$ cat config.mk
export PLATFORM = sky130hd
export DESIGN_NAME = compact_integer_decoder
export DESIGN_NICKNAME = d
export VERILOG_FILES = /design/src/rtl/cid_pkg.sv /design/src/rtl/compact_integer_decoder.sv
export SDC_FILE = /design/constraint.sdc
export NUM_CORES = 1
export LEC_CHECK = 0
export BUFFER_PORTS_ARGS = -buffer_cell sky130_fd_sc_hd__buf_4
export CORE_UTILIZATION = 40
export CTS_BUF_LIST = sky130_fd_sc_hd__clkbuf_16
export DETAILED_ROUTE_END_ITERATION = 16
export GPL_ROUTABILITY_DRIVEN = 0
export SKIP_LAST_GASP = 1
export SYNTH_ARGS = -nofsm -noshare
export SYNTH_HDL_FRONTEND = slang
export SYNTH_SLANG_ARGS = --single-unit
$ cat constraint.sdc
create_clock -name aclk -period 5.9 [get_ports aclk]
set_input_delay 0.59 -clock aclk [delete_from_list [all_inputs] [get_ports aclk]]
set_output_delay 0.59 -clock aclk [all_outputs]
set_load 0.01 [all_outputs]
$ cat src/rtl/cid_pkg.sv
// ----------------------------------------------------------------------------
// cid_pkg
// Shared types, constants and the first-byte decode for the compact integer
// decoder.
// ----------------------------------------------------------------------------
package cid_pkg;

    localparam int unsigned ValueWidth = 32;
    localparam int unsigned ByteWidth  = 8;
    localparam int unsigned CountWidth = 3;

    // first-byte masks that strip the prefix bits
    localparam logic [ByteWidth-1:0] MaskU4    = 8'h3f;
    localparam logic [ByteWidth-1:0] MaskU2    = 8'h7f;
    localparam logic [ByteWidth-1:0] MaskSNeg4 = 8'h2f;
    localparam logic [ByteWidth-1:0] MaskSNeg2 = 8'h5f;
    localparam logic [ByteWidth-1:0] MaskSNeg1 = 8'hbf;

    // bytes still to come after the first byte
    localparam logic [CountWidth-1:0] RemainOne    = 3'd0;
    localparam logic [CountWidth-1:0] RemainTwo    = 3'd1;
    localparam logic [CountWidth-1:0] RemainFour   = 3'd3;
    localparam logic [CountWidth-1:0] RemainEscape = 3'd4;

    localparam logic StatusComplete  = 1'b0;
    localparam logic StatusTruncated = 1'b1;

    typedef struct packed {
        logic [CountWidth-1:0] remain;
        logic [ByteWidth-1:0]  first;
        logic                  negate;
    } first_byte_t;

    typedef struct packed {
        logic [ValueWidth-1:0] value;
        logic                  status;
    } result_t;

    function automatic first_byte_t decode_first(input logic [ByteWidth-1:0] b,
                                                 input logic sgn);
        first_byte_t d;
        d.remain = RemainOne;
        d.first  = b;
        d.negate = 1'b0;
        if (!sgn) begin
            unique case (b[7:5]) inside
                3'b111: begin
                    d.remain = RemainEscape;
                    d.first  = '0;
                end
                3'b110: begin
                    d.remain = RemainFour;
                    d.first  = b & MaskU4;
                end
                3'b100, 3'b101: begin
                    d.remain = RemainTwo;
                    d.first  = b & MaskU2;
                end
                default: begin
                    d.remain = RemainOne;
                    d.first  = b;
                end
            endcase
        end else begin
            unique case (b[7:4]) inside
                4'hf: begin
                    d.remain = RemainEscape;
                    d.first  = '0;
                    d.negate = 1'b1;
                end
                4'he: begin
                    d.remain = RemainEscape;
                    d.first  = '0;
                end
                4'hd: begin
                    d.remain = RemainFour;
                    d.first  = b & MaskSNeg4;
                    d.negate = 1'b1;
                end
                4'hc: begin
                    d.remain = RemainFour;
                    d.first  = b & MaskU4;
                end
                4'ha, 4'hb: begin
                    d.remain = RemainTwo;
                    d.first  = b & MaskSNeg2;
                    d.negate = 1'b1;
                end
                4'h8, 4'h9: begin
                    d.remain = RemainTwo;
                    d.first  = b & MaskU2;
                end
                4'h4, 4'h5, 4'h6, 4'h7: begin
                    d.remain = RemainOne;
                    d.first  = b & MaskSNeg1;
                    d.negate = 1'b1;
                end
                default: begin
                    d.remain = RemainOne;
                    d.first  = b;
                end
            endcase
        end
        return d;
    endfunction

endpackage

$ cat src/rtl/compact_integer_decoder.sv
// ----------------------------------------------------------------------------
// compact_integer_decoder
// Decodes big-endian prefix-length integers (1, 2, 4 or 5 bytes, unsigned or
// signed) from a byte stream, one result per completed or truncated value.
// ----------------------------------------------------------------------------
// results are registered on the beat ending a value (skid slot if m_ stalls)
// throughput: one byte per cycle while the skid slot is empty, set by the
// single-pass first-byte decode and shift accumulator; a two-entry output
// buffer keeps s_tready high while one result waits downstream
// reset: synchronous active-low aresetn empties the output buffer and returns
// the decoder to awaiting a first byte
module compact_integer_decoder (
    input  logic        aclk,
    input  logic        aresetn,
    input  logic        s_tvalid,
    output logic        s_tready,
    input  logic [7:0]  s_tdata,   // [7:0] data_byte
    input  logic        s_tuser,   // [0] value_signed
    input  logic        s_tlast,   // end_of_buffer
    output logic        m_tvalid,
    input  logic        m_tready,
    output logic [31:0] m_tdata,   // [31:0] value
    output logic        m_tuser    // [0] status
);

    logic [cid_pkg::CountWidth-1:0] bytes_left_reg, bytes_left_next;
    logic [cid_pkg::ValueWidth-1:0] acc_reg, acc_next;
    logic                           negate_reg, negate_next;

    logic             out_valid_reg, skid_valid_reg;
    cid_pkg::result_t out_data_reg, skid_data_reg;

    cid_pkg::first_byte_t           fb;
    cid_pkg::result_t               res;
    logic                           res_gen;
    logic                           beat;
    logic [cid_pkg::ValueWidth-1:0] acc_shift;
    logic [cid_pkg::ValueWidth-1:0] operand;
    logic                           operand_neg;
    logic [cid_pkg::CountWidth-1:0] left_dec;

    assign s_tready = !skid_valid_reg;
    assign beat     = s_tvalid && s_tready;
    assign fb       = cid_pkg::decode_first(s_tdata, s_tuser);
    assign acc_shift = {acc_reg[cid_pkg::ValueWidth-cid_pkg::ByteWidth-1:0], s_tdata};
    assign left_dec  = bytes_left_reg - cid_pkg::CountWidth'(1);

    always_comb begin
        bytes_left_next = bytes_left_reg;
        acc_next        = acc_reg;
        negate_next     = negate_reg;
        res_gen         = 1'b0;
        operand         = acc_shift;
        operand_neg     = negate_reg;
        res.status      = cid_pkg::StatusComplete;
        if (bytes_left_reg == '0) begin
            operand     = cid_pkg::ValueWidth'(fb.first);
            operand_neg = fb.negate;
            if (fb.remain == cid_pkg::RemainOne) begin
                res_gen = 1'b1;
            end else if (s_tlast) begin
                res_gen    = 1'b1;
                res.status = cid_pkg::StatusTruncated;
            end else begin
                bytes_left_next = fb.remain;
                acc_next        = cid_pkg::ValueWidth'(fb.first);
                negate_next     = fb.negate;
            end
        end else begin
            if (left_dec == '0) begin
                res_gen         = 1'b1;
                bytes_left_next = '0;
                negate_next     = 1'b0;
            end else if (s_tlast) begin
                res_gen         = 1'b1;
                res.status      = cid_pkg::StatusTruncated;
                bytes_left_next = '0;
                negate_next     = 1'b0;
            end else begin
                bytes_left_next = left_dec;
                acc_next        = acc_shift;
            end
        end
        if (res.status == cid_pkg::StatusTruncated) begin
            res.value = '0;
        end else begin
            res.value = operand_neg ? (cid_pkg::ValueWidth'(0) - operand) : operand;
        end
    end

    always_ff @(posedge aclk) begin
        if (!aresetn) begin
            bytes_left_reg <= '0;
            negate_reg     <= 1'b0;
        end else if (beat) begin
            bytes_left_reg <= bytes_left_next;
            negate_reg     <= negate_next;
        end
    end

    always_ff @(posedge aclk) begin
        if (beat) begin
            acc_reg <= acc_next;
        end
    end

    // output register with a skid slot behind it
    always_ff @(posedge aclk) begin
        if (!aresetn) begin
            out_valid_reg  <= 1'b0;
            skid_valid_reg <= 1'b0;
        end else if (m_tready || !out_valid_reg) begin
            if (skid_valid_reg) begin
                out_valid_reg  <= 1'b1;
                skid_valid_reg <= 1'b0;
            end else begin
                out_valid_reg <= beat && res_gen;
            end
        end else if (beat && res_gen) begin
            skid_valid_reg <= 1'b1;
        end
    end

    always_ff @(posedge aclk) begin
        if (m_tready || !out_valid_reg) begin
            out_data_reg <= skid_valid_reg ? skid_data_reg : res;
        end else if (beat && res_gen) begin
            skid_data_reg <= res;
        end
    end

    assign m_tvalid = out_valid_reg;
    assign m_tdata  = out_data_reg.value;
    assign m_tuser  = out_data_reg.status;

    a_skid_behind_out: assert property (@(posedge aclk) disable iff (!aresetn)
        skid_valid_reg |-> out_valid_reg)
        else $error("skid slot full with output register empty");

    a_count_range: assert property (@(posedge aclk) disable iff (!aresetn)
        bytes_left_reg <= cid_pkg::RemainEscape)
        else $error("byte count out of range");

    a_idle_no_negate: assert property (@(posedge aclk) disable iff (!aresetn)
        (bytes_left_reg == '0) |-> !negate_reg)
        else $error("negate flag left set while awaiting first byte");

    a_truncated_zero: assert property (@(posedge aclk) disable iff (!aresetn)
        (m_tvalid && m_tuser == cid_pkg::StatusTruncated) |-> (m_tdata == '0))
        else $error("truncated result carries a non-zero value");

    a_result_ends_value: assert property (@(posedge aclk) disable iff (!aresetn)
        (beat && res_gen) |=> (bytes_left_reg == '0))
        else $error("result given but decoder not back to first byte");

endmodule
Word-level counts from Yosys, hierarchy flattened
Cells that the tools add are included.
{"block": "op_classes", "addsub": 2, "eq_ne": 19, "muxes": 33, "n_bitwise": 3, "n_reduce_logical": 20}
{"cell": "$mux W24", "count": 5}
{"cell": "$mux W32", "count": 3}
{"cell": "$pmux W11 S6", "count": 1}
{"cell": "$mux W33", "count": 1}
{"cell": "$pmux W11 S3", "count": 1}
{"cell": "$eq A4 B4 Y1 const B", "count": 8}
{"cell": "$sub A1 B32 Y32 const A", "count": 1}
{"cell": "$eq A4 B3 Y1 const B", "count": 4}
{"cell": "$mux W1", "count": 16}
{"cell": "$mux W3", "count": 5}
{"cell": "$eq A3 B3 Y1 const B", "count": 4}
{"cell": "$mux W11", "count": 1}
{"cell": "$reduce_or A2 Y1", "count": 5}
{"cell": "$logic_not A3 Y1", "count": 3}
{"cell": "$reduce_and A4 Y1", "count": 2}
{"cell": "$reduce_or A8 Y1", "count": 1}
{"cell": "$ne A2 B2 Y1 const B", "count": 3}
{"cell": "$reduce_or A4 Y1", "count": 1}
{"cell": "$not A1 Y1", "count": 3}
{"cell": "$reduce_and A3 Y1", "count": 1}
{"cell": "$reduce_bool A3 Y1", "count": 1}
{"cell": "$sub A3 B1 Y3 const B", "count": 1}
{"cell": "$logic_and A1 B1 Y1", "count": 2}
{"cell": "$logic_not A1 Y1", "count": 2}
{"cell": "other kinds (2)", "count": 2}
{"block": "totals", "ff_bits": 96, "inputBits": 14, "output_inout_bits": 35, "elab_cells": 86}

Depth between registers and ports, before layout
{"block": "depth", "word_depth": 9, "ltp_mapped": 13, "mapped_depth_nobuf": 11}

Worst setup path after synthesis
OpenSTA, ideal clock, no wires.
{"block": "synth_timing", "kind": "in2reg", "from": "input m_tready", "to": "register skid_data_reg[0] (netlist name) (enable)", "setup_ns": 0.471, "t_arrival_ns": 3.988, "t_required_ns": 5.429, "setup_slack_ns": 1.441, "path_stages": 2, "path_buffers": 0, "path_cell_list": "nand2b_1 nor3b_1"}
{"block": "synth_between", "elab_chain_cells": 3}
{"element": "from (decl)", "line_no": "compact_integer_decoder.sv:21", "text": "input logic m_tready,"}
{"element": "$logic_or A1 B1 Y1", "line_no": "compact_integer_decoder.sv:125", "text": "if (m_tready || !out_valid_reg) begin"}
{"element": "$not A1 Y1 (no source line)"}
{"element": "$reduce_and A2 Y1 (no source line)"}
{"element": "to (signal assigned)", "line_no": "compact_integer_decoder.sv:128", "text": "skid_data_reg <= res;"}
{"element": "to (decl)", "line_no": "compact_integer_decoder.sv:31", "text": "cid_pkg::result_t out_data_reg, skid_data_reg;"}
No other way between the ends.
A chain may end at the register's enable or synchronous reset.

Worst setup path after layout
{"block": "layout_timing", "from": "register bytes_left_reg[0] (netlist name)", "to": "register out_data_reg (netlist bit m_tdata[30]), data pin"}
{"block": "layout_between", "elab_chain_cells": 6, "word_cells_on_any_way": 11, "classes_between": "add/sub: 2; mux: 7; reduce/logical: 2"}
{"element": "from (decl)", "line_no": "compact_integer_decoder.sv:26", "text": "logic [cid_pkg::CountWidth-1:0] bytes_left_reg, bytes_left_next;"}
{"element": "from (signal assigned)", "line_no": "compact_integer_decoder.sv:96", "text": "bytes_left_reg <= bytes_left_next;"}
{"element": "$logic_not A3 Y1 or $sub A3 B1 Y3 (tied branches)", "line_no": "compact_integer_decoder.sv:56, compact_integer_decoder.sv:46"}
{"element": "$mux W32 or $logic_not A3 Y1 (tied branches)", "line_no": "compact_integer_decoder.sv:56, compact_integer_decoder.sv:70"}
{"element": "$sub A1 B32 Y32 or $mux W1 (tied branches)", "line_no": "compact_integer_decoder.sv:87, compact_integer_decoder.sv:70"}
{"element": "$mux W32 or $mux W1 (tied branches)", "line_no": "compact_integer_decoder.sv:87, compact_integer_decoder.sv:56"}
{"element": "$mux W32 (*)", "line_no": "compact_integer_decoder.sv:84", "text": "if (res.status == cid_pkg::StatusTruncated) begin"}
{"element": "$mux W33 (*)", "line_no": "compact_integer_decoder.sv:126", "text": "out_data_reg <= skid_valid_reg ? skid_data_reg : res;"}
{"element": "to (signal assigned)", "line_no": "compact_integer_decoder.sv:126"}
{"element": "to (decl)", "line_no": "compact_integer_decoder.sv:31"}
Every way passes the cells marked *; elsewhere a longest branch is shown, timed or not.

==> impl_summary.txt <==
----------------------------------------------------
[Placement]
  Hpwl dp ... 7536 µm
  Number of port buffers ... 48
  Placed cells ... 645

[STA]
  Max Clock Skew ... 0.007377 ns
  Worst Tran Pin Value ... 1.078 ns
  Unrepaired setup endpoints after global routing ... false
  Total setup violations reported at the end of the flow ... 0
  Final Slew Violations ... 0
  Period minus WS final ... 3.231 ns
  Worst hold slack across all endpoints ... 0.5048 ns
  Number of hold-slack violations in the final timing report ... 0
  Fmax achieved ... 309.5 MHz
  Worst slew margin relative to its limit ... 0.2779
  Fraction of the cycle the final worst path needs ... 0.5477
  Accumulated negative setup slack ... 0 ns

[Worst setup path]
  Startpoint Class ... register
  Crit path top cell by count ... sky130_fd_sc_hd__ha_1
  Arrival time at the worst endpoint ... 3.32 ns
  Required time at the endpoint of the critical path ... 5.98 ns
  Worst-case reg-to-reg path depth ... 12
  Cell breakdown of the critical path ... inv_1 -> ha_1 -> nand2b_1 -> buf_4 -> or3_1 -> nand2_1 -> ha_1 -> o21a_1 -> and2_1 -> a41oi_1 -> xor2_1 -> o21ai_0
  Crit path max fanout ... 43
  Critical-path cell with the highest stage delay ... sky130_fd_sc_hd__or3_1
  Critical path's largest stage delay ... 0.47 ns
  Kind of end point of the critical path ... register
  Critical path class ... register to register

[Die]
  Overall die height ... 112.7 µm
  Die area ... 12,710 µm²
  Core Region ... 11,960 µm²
  Std cell rows ... 40
  X dimension of the die ... 112.7 µm
  Number of top-level design ports ... 49
  Starting density of the core ... 0.4100

[Cells and area]
  Area taken by flip-flops and latches ... 2823 µm²
  P&R area growth vs syn ... 17.17%
  Flip-flop count of the largest register, all copies and words added ... 33
  Fraction of layout instances using a drive strength above 1 ... 0.1634
  Fill cell count ... 1,135
  Diodes inserted ... 0
  Area of the multi-input gates ... 1919 µm²
  Post-layout net count ... 527
  Post-route insts no fill ... 661

[Power]
  Static Leak ... 2.163 nW
  Largest voltage drop on the vdd net ... 0.1330 mV
  P per Cell Area ... 329.4 nW/µm²

[CTS]
  Hold Buf Count CTS ... 0
  CTS tree ... yes
  Count of cells resized by post-cts repair ... 0
  CTS root buf ... sky130_fd_sc_hd__clkbuf_16
  Number of clock sinks ... 96
  Clock latency reported for the late side of the worst-skew pair ... 0.35 ns
  Max Buffers Root-to-Sink ... 2
  Total setup buffers inserted after CTS ... 0
  Number of H-tree branching levels ... 3
  CTS clock-pin slew for the worst setup and hold paths ... 0.06 ns
  Number of buffers added by the clock tree synthesis step ... 9

[Synthesis]
  Post-synth EDFFs ... 90
  Cell types occupying the most area after synthesis ... sky130_fd_sc_hd__edfxtp_1 (55%), sky130_fd_sc_hd__nand2_1 (4.7%), sky130_fd_sc_hd__nor2_1 (4.5%)
  Most instantiated cells after synthesis ... sky130_fd_sc_hd__edfxtp_1 (90), sky130_fd_sc_hd__nand2_1 (61), sky130_fd_sc_hd__nor2_1 (59)
  Total standard cell area after synthesis ... 4905 µm²
  Synth Net Count ... 488
  Part of the Yosys area used for sequential elements ... 0.5755
  Library cell with the largest summed area after synthesis ... sky130_fd_sc_hd__edfxtp_1
  Count of unique library cells instantiated by Yosys ... 58
  Number of flip-flops and latches in the synthesized netlist ... 96
  Predominant post-synthesis flop cell ... sky130_fd_sc_hd__edfxtp_1
  Share of flip-flops with an asynchronous set or reset ... 0
  Synthesized area per cell ... 10.44 µm²
  Cells after Synth ... 470
  Most used standard cell by instance count after synthesis ... sky130_fd_sc_hd__edfxtp_1
  Total of warnings raised by yosys ... 0
  Top-area cell type share of the netlist area ... 0.5510

[Route]
  Number of detailed-route iterations in the first pass ... 5
  Via density per instance ... 5.528
  Total wire length after detailed routing ... 10,960 µm
  Number of violations reported at the end of detailed-routing iteration 0 ... 243
  Total number of vias ... 3,654
  Routed length per placed instance ... 16.58 µm
  Remaining antenna violation count ... 0
  DRC ... 0

[GRT]
  Grt peak-use layer ... met2
  Met2 usage in global routing ... 0.2930
  Aggregate global-route resource usage ... 0.1828
  Number of antenna violations at the first check in global routing ... 0
  First-pass GRT wire length ... 17,700 µm
  Number of global-route vias before repair ... 3,460
  Final global-route overflow total ... 0
  Routing usage on met1 ... 0.2367
  GR Util met3 ... 0.03053
  Maximum number of pins on one net before global-route repair ... 45

[Min path]
  Path class of the lowest-slack min-delay path ... input pin to register
  Number of cells traversed by the worst hold path ... 2

[Run]
  Reported max-cap violation count ... 0

[Outcome]
  Run status ... finished, final reports clean

----------------------------------------------------
-- per-stage QoR --
step,area [µm²],power [W],utilization,setup slack [ns]
2_1_floorplan,4905,0.001104,-,1.441
3_3_place_gp,5410,0.001241,0.4523,2.740
3_5_place_dp,5410,0.001249,0.4523,2.618
4_1_cts,5747,0.001911,0.4804,2.661
5_1_grt,5747,0.001976,0.4804,2.376
6_report,5747,0.001893,0.4804,2.669
-- cells by family (layout without fill, tap and decap cells) --
family	Yosys count	after routing	share of synthesized area
flip-flops	96	96	0.5755
multiplexers	3	3	0.006887
buffers and inverters	47	91	0.03597
adder cells (fa/ha/maj)	4	4	0.01020
XOR/XNOR	26	26	0.04643
AND/OR/NAND/NOR	185	185	0.1798
AO/OA/AOI/OAI	109	109	0.1452
-- critical path: cells and delay by family, from the launching register on --
| family | cells | cell delay (ns) |
|---|---|---|
| and+or+nand+nor | 4 | 1.03 |
| AOI/OAI and AO/OA | 3 | 0.52 |
| adders and majority gates | 2 | 0.44 |
| buffers and inverters | 2 | 0.34 |
| DFF | 1 | 0.33 |
| xor gates and xnor gates | 1 | 0.27 |
-- layout make-up --
type	instances	area share
Clock inverter	7	0.01938
Multi-Input combinational cell	327	0.3340
Inverter	21	0.01372
Tap cell	147	0.03201
Clock buffer	9	0.03919
Sequential cell	96	0.4912
Timing Repair Buffer	54	0.07054
-- layer usage --
layer	wire length [µm]	vias to the layer above
li1	-	1785
met4	380	0
met1	4870	1741
met2	5212	102
met5	0	-
met3	494	26
-- power breakdown --
group	total [W]	internal (W)	switching, W
Combinational	0.000373	0.000152	0.000220
Sequential	0.000858	0.000832	0.0000261
Clock	0.000662	0.000411	0.000251
-- worst paths after layout --
kind / startpoint / slack [ns] / endpoint
worst max-delay path: bytes_left_reg[0]$_SDFFE_PN0P_ / 2.67 / m_tdata[30]$_DFFE_PP_
worst min-delay path: aresetn / 0.50 / bytes_left_reg[2]$_SDFFE_PN0P_
worst max register to register: bytes_left_reg[0]$_SDFFE_PN0P_ / 2.67 / m_tdata[30]$_DFFE_PP_
worst min register to register: bytes_left_reg[1]$_SDFFE_PN0P_ / 0.51 / bytes_left_reg[1]$_SDFFE_PN0P_
-- layout by cell type, fill, tap and decap left out, drive strengths merged, types with 3 or more instances in the layout --
cell type,instances
mux2,3
nor3b,3
ha,4
a21oi,20
o21ai,35
nand2,61
a21boi,4
edfxtp,90
o21a,3
nor2,59
nand3,9
xor2,8
a31oi,6
dfxtp,6
clkbuf,9
buf,54
o41ai,7
xnor2,18
nor4,8
clkinv,4
nand2b,7
inv,21
a21o,3
nor2b,3
nor3,8
bufinv,3
nand4,4
and2,12
o31ai,11
No activity file was read; power rests on OpenSTA's default activity.
